### src/design/power_iteration_centrality_unit_macros.svh
// ----------------------------------------------------------------------------
// Power iteration centrality assertion macros
// Concurrent checks for the centrality unit; empty under synthesis.
// ----------------------------------------------------------------------------
`ifndef POWER_ITERATION_CENTRALITY_UNIT_MACROS_SVH
`define POWER_ITERATION_CENTRALITY_UNIT_MACROS_SVH
`ifndef SYNTHESIS
`define PIC_ASSERT_IMP(label, clk, rst, ante, cons) \
  label: assert property (@(posedge clk) disable iff (rst) (ante) |-> (cons)) \
    else $error("pic: same-cycle check failed");
`define PIC_ASSERT_NXT(label, clk, rst, ante, cons) \
  label: assert property (@(posedge clk) disable iff (rst) (ante) |=> (cons)) \
    else $error("pic: next-cycle check failed");
`else
`define PIC_ASSERT_IMP(label, clk, rst, ante, cons)
`define PIC_ASSERT_NXT(label, clk, rst, ante, cons)
`endif
`endif

### src/design/pic_pkg.sv
// ----------------------------------------------------------------------------
// Power iteration centrality package
// Beat types, operation codes and register indexes shared by the unit.
// ----------------------------------------------------------------------------
package pic_pkg;

  localparam int CFG_IDX_W = 2;

  localparam logic [1:0] OP_LOAD_ROW   = 2'd0;
  localparam logic [1:0] OP_LOAD_START = 2'd1;
  localparam logic [1:0] OP_RUN        = 2'd2;

  localparam logic [CFG_IDX_W-1:0] REG_VERTEX_COUNT = 2'd0;
  localparam logic [CFG_IDX_W-1:0] REG_THRESHOLD    = 2'd1;
  localparam logic [CFG_IDX_W-1:0] REG_ITER_LIMIT   = 2'd2;

  localparam logic [6:0]  VERTEX_COUNT_RST = 7'd64;
  localparam logic [31:0] THRESHOLD_RST    = 32'd4;
  localparam logic [7:0]  ITER_LIMIT_RST   = 8'd101;

  typedef struct packed {
    logic [1:0]  op;
    logic [5:0]  index;
    logic [63:0] adjacency_row;
    logic [15:0] start_value;
  } pic_cmd_t;

  typedef struct packed {
    logic [5:0]  vertex;
    logic [31:0] score;
    logic [31:0] eigenvalue;
    logic [7:0]  iterations;
    logic        converged;
    logic        last;
  } pic_res_t;

  typedef struct packed {
    logic start;
    logic sqrt;
  } pic_unit_cmd_t;

endpackage

### src/design/pic_sqdiv.sv
// ----------------------------------------------------------------------------
// Shared square root and divide unit
// Restoring digit recurrence: two source bits a step for the root, one for the
// quotient, through one shared compare and subtract.
// ----------------------------------------------------------------------------
module pic_sqdiv import pic_pkg::*; #(
  parameter int VW        = 38,
  parameter int DIV_STEPS = 70
) (
  input  logic                clk,
  input  logic                rst,
  input  pic_unit_cmd_t       cmd,
  input  logic [2*VW-1:0]     src,
  input  logic [VW-1:0]       divisor,
  output logic [VW-1:0]       result,
  output logic                done
);

  localparam int SW  = 2 * VW;
  localparam int RMW = VW + 3;
  localparam int CNW = $clog2(DIV_STEPS + 1);

  logic            busy;
  logic            mode_sqrt;
  logic [CNW-1:0]  cnt;
  logic [SW-1:0]   src_sh;
  logic [RMW-1:0]  rem;
  logic [VW-1:0]   res;
  logic [RMW-1:0]  rem_sh;
  logic [RMW-1:0]  trial;
  logic [RMW:0]    diff;
  logic            take;

  always_comb begin
    if (mode_sqrt) begin
      rem_sh = {rem[RMW-3:0], src_sh[SW-1:SW-2]};
      trial  = RMW'({res, 2'b01});
    end else begin
      rem_sh = {rem[RMW-2:0], src_sh[SW-1]};
      trial  = RMW'(divisor);
    end
    diff = {1'b0, rem_sh} - {1'b0, trial};
    take = !diff[RMW];
  end

  always_ff @(posedge clk) begin
    if (rst) begin
      busy <= 1'b0;
      done <= 1'b0;
    end else begin
      done <= 1'b0;
      if (cmd.start) begin
        busy <= 1'b1;
      end else if (busy && cnt == CNW'(1)) begin
        busy <= 1'b0;
        done <= 1'b1;
      end
    end
  end

  always_ff @(posedge clk) begin
    if (cmd.start) begin
      mode_sqrt <= cmd.sqrt;
      src_sh    <= src;
      rem       <= '0;
      res       <= '0;
      cnt       <= cmd.sqrt ? CNW'(VW) : CNW'(DIV_STEPS);
    end else if (busy) begin
      rem    <= take ? diff[RMW-1:0] : rem_sh;
      res    <= {res[VW-2:0], take};
      src_sh <= mode_sqrt ? (src_sh << 2) : (src_sh << 1);
      cnt    <= cnt - CNW'(1);
    end
  end

  assign result = res;

endmodule

### config.mk
export PLATFORM = sky130hd
export DESIGN_NAME = pic_sqdiv
export DESIGN_NICKNAME = d
export VERILOG_FILES = /design/src/design/power_iteration_centrality_unit_macros.svh /design/src/design/pic_pkg.sv /design/src/design/pic_sqdiv.sv
export SDC_FILE = /design/constraint.sdc
export NUM_CORES = 1
export LEC_CHECK = 0
export BUFFER_PORTS_ARGS = -buffer_cell sky130_fd_sc_hd__buf_2
export CAP_MARGIN = 20
export CORE_AREA = 8 8 138 140
export CTS_BUF_LIST = sky130_fd_sc_hd__clkbuf_4 sky130_fd_sc_hd__clkbuf_8
export CTS_CLUSTER_DIAMETER = 200
export DETAILED_ROUTE_END_ITERATION = 8
export DIE_AREA = 0 0 146 148
export MAX_ROUTING_LAYER = met4
export PLACE_DENSITY_LB_ADDON = 0.12
export SYNTH_ARGS = -nofsm -noshare
export SYNTH_HDL_FRONTEND = slang
export SYNTH_SLANG_ARGS = --single-unit
export TNS_END_PERCENT = 20
### constraint.sdc
create_clock -name clk -period 6.6 [get_ports clk]
set_clock_uncertainty 0.1 [all_clocks]
set_input_delay 0.66 -clock clk [delete_from_list [all_inputs] [get_ports clk]]
set_output_delay 0.66 -clock clk [all_outputs]
set_load 0.01 [all_outputs]
==> reports/results.tsv <==
metric	value	unit
status	finished, final reports clean	
via count	8607	
post-synthesis xor/xnor area fraction	0.02670	
RSZ-0062 raised after global routing	no	
Min Clock Period, post-route	4.963	ns
Yosys warning count	0	
Final Wtd Congestion	0.9633	
startpoint types	flop	
Critical Path RT	6.83	ns
EDFF count, synth	84	
Finished Cell Area	0.01178	mm²
PD cells	301.2	mW/mm²
Seq. cell area	0.004128	mm²
WHS	0.2581	ns
Max-slew headroom	0.2804	
fmax	201.5	MHz
Longest Clk Path Bufs	2	
Seq/Total Area, Yosys	0.3929	
cts repair resizes	0	
post-synthesis compound-gate area fraction	0.1669	
fin util	0.6956	
Core Area	0.01694	mm²
placed inst area	0.01135	mm²
die width	146	µm
most common cell after layout, fill and taps aside	nand2_1	
IO buf count	156	
fillers	1385	
post-synth top area cell	edfxtp_1	
max-cap violation count	0	
vias in the first global route	8458	
final worst-path cycle share	0.7519	
Critical Path End Type	flop	
critical path fanouts, max	37	
Synth Flop Type	edfxtp_1	
CTS Sinks	164	
Setup Fix Bufs, Post-CTS	0	
final hold violations	0	
fin. max-slew vios	0	
Multi-input gate area	0.006001	mm²
layout cells sized above 1	0.2027	
num ports	157	
Routed Wire Length	24.82	mm
WL/cell	16.78	µm
vias per inst	5.819	
Critical-path top delay cell	edfxtp_1	
Initial Util	0.6197	
synth unique cells	71	
GRT Overall Usage	0.2332	
Clock transition at path regs	0.09	ns
Rows	48	
FF+latch count, synth	164	
HP Class	input pin to flop	
CTS buffer count	17	
post-synthesis simple-gate area fraction	0.1360	
Die ar.	0.02161	mm²
Final Setup Violations	0	
largest cells by area after synthesis	edfxtp_1 (24%), dfxtp_1 (15%), mux2i_1 (15%)	
P_leak	5.161	nW
adder-cell share of the synthesized area	0.05198	
largest net degree at the start of global routing	105	
Post-Synthesis Cells	1127	
critical path class	flop to flop	
CTS tree	yes	
mux share of post-synthesis cell area	0.1898	
average size of a mapped cell	9.312	µm²
first-pass GRT wire length	41.03	mm
CP Cell Sequence	buf_4 -> mux2_2 -> ha_1 -> o31ai_1 -> a211oi_2 -> nor2_1 -> o2bb2ai_2 -> o21ai_2 -> buf_4 -> mux2_2 -> mux2i_1 -> nor2_1	
Synth async-reset ratio	0	
most frequent cells in the layout	nand2_1 (158), buf_2 (155), mux2i_1 (154)	
first drt pass iteration count	5	
Syn-to-layout area delta	12.26	%
setup TNS	0	ns
WP data arrival	5.19	ns
largest family of logic cells by synthesized area	multiplexers	
Mapped Nets	1288	
Worst Tran Pin Value	1.079	ns
CTS H-tree depth	4	
Syn Std Cell Area	0.01050	mm²
drt drc	0	
Clock Latency Late Sink	0.47	ns
Congestion Overflow GR	0	
Routed Antenna Nets	0	
Layout Nets	1401	
hold_buf cts	0	
crit-path max cell delay	0.96	ns
initial antenna violation count	0	
initial drt markers	560	
Peak VDD IR	186.9	µV
Die Y	148	µm
root buffer cell	clkbuf_8	
dpl hpwl	17.55	mm
Yosys top cell area share	0.2403	
==> worst paths after layout <==
path              startpoint       to  slack (ns)  cells after the start
hold reg to reg      rem[16]  rem[16]        0.38                      2
hold / removal           rst     busy        0.26                      2
setup / recovery   mode_sqrt   rem[1]        1.64                     12
setup reg to reg   mode_sqrt   rem[1]        1.64                     12
==> area by class of cell <==
cell class | count | area share
diodes | 1 | 0.0002124
flip-flops and latches | 164 | 0.3504
clock inverters | 15 | 0.01625
multi-input cells | 875 | 0.5093
well taps | 225 | 0.02390
repair buffers | 168 | 0.07551
clock buffers | 17 | 0.01986
inverters | 14 | 0.004567
==> layer usage <==
metal	vias up	wire length [µm]	part of all wire	global-route usage
li1	4343	-	-	-
met1	3999	11880	0.48	0.3072
met2	238	11320	0.46	0.3595
met3	27	1271	0.051	0.04677
met4	0	350	0.014	0.06698
met5	-	0	0	-
==> synth_stat cells, types with 14 or more instances <==
cell type / n
inv_1: 14
nand2_1: 158
xnor2_1: 19
buf_1: 16
dfxtp_1: 80
ha_1: 42
o21ai_0: 110
a21oi_1: 57
a211oi_1: 15
nor2_1: 105
edfxtp_1: 84
mux2_2: 40
a311oi_1: 17
clkbuf_1: 39
mux2i_1: 154
==> cells by family (layout without fill, tap and decap cells) <==
family,count (synthesis),count (layout)
other cells,0,1
compound gates,275,275
simple gates,331,331
mux,194,194
xor+xnor,32,32
flops,164,164
buf+inv,88,214
fa+ha+maj,43,43
==> report_power, final <==
| group | internal [mW] | switching [mW] | total, mW | leakage (nW) |
|---|---|---|---|---|
| sequential | 1.20 | 0.0798 | 1.28 | 1.51 |
| combinational | 0.590 | 0.880 | 1.47 | 3.44 |
| clock | 0.385 | 0.415 | 0.800 | 0.212 |
==> registers in the layout (all words and copies together), names as in the netlist <==
name	flops
cnt	7
src_sh	76
done	1
rem	40
mode_sqrt	1
busy	1
result	38
==> worst max-delay path: cells and delay by family, from the launching register on <==
kind	cells	cell delay [ns]
compound gates	4	1.31
fa+ha+maj	1	0.24
buf+inv	2	0.88
flops	1	0.96
mux	3	0.90
simple gates	2	0.40
==> stage by stage <==
| step | setup slack, ns | instances | total power [mW] |
|---|---|---|---|
| floorplan | 2.473 | 1127 | 2.433 |
| global placement | 1.733 | 1446 | 2.735 |
| detailed placement | 1.646 | 1446 | 2.746 |
| CTS | 1.624 | 1478 | 3.549 |
| global route | 1.238 | 1478 | 3.782 |
| finish | 1.637 | 1479 | 3.548 |
(Power assumes the default switching activity.)
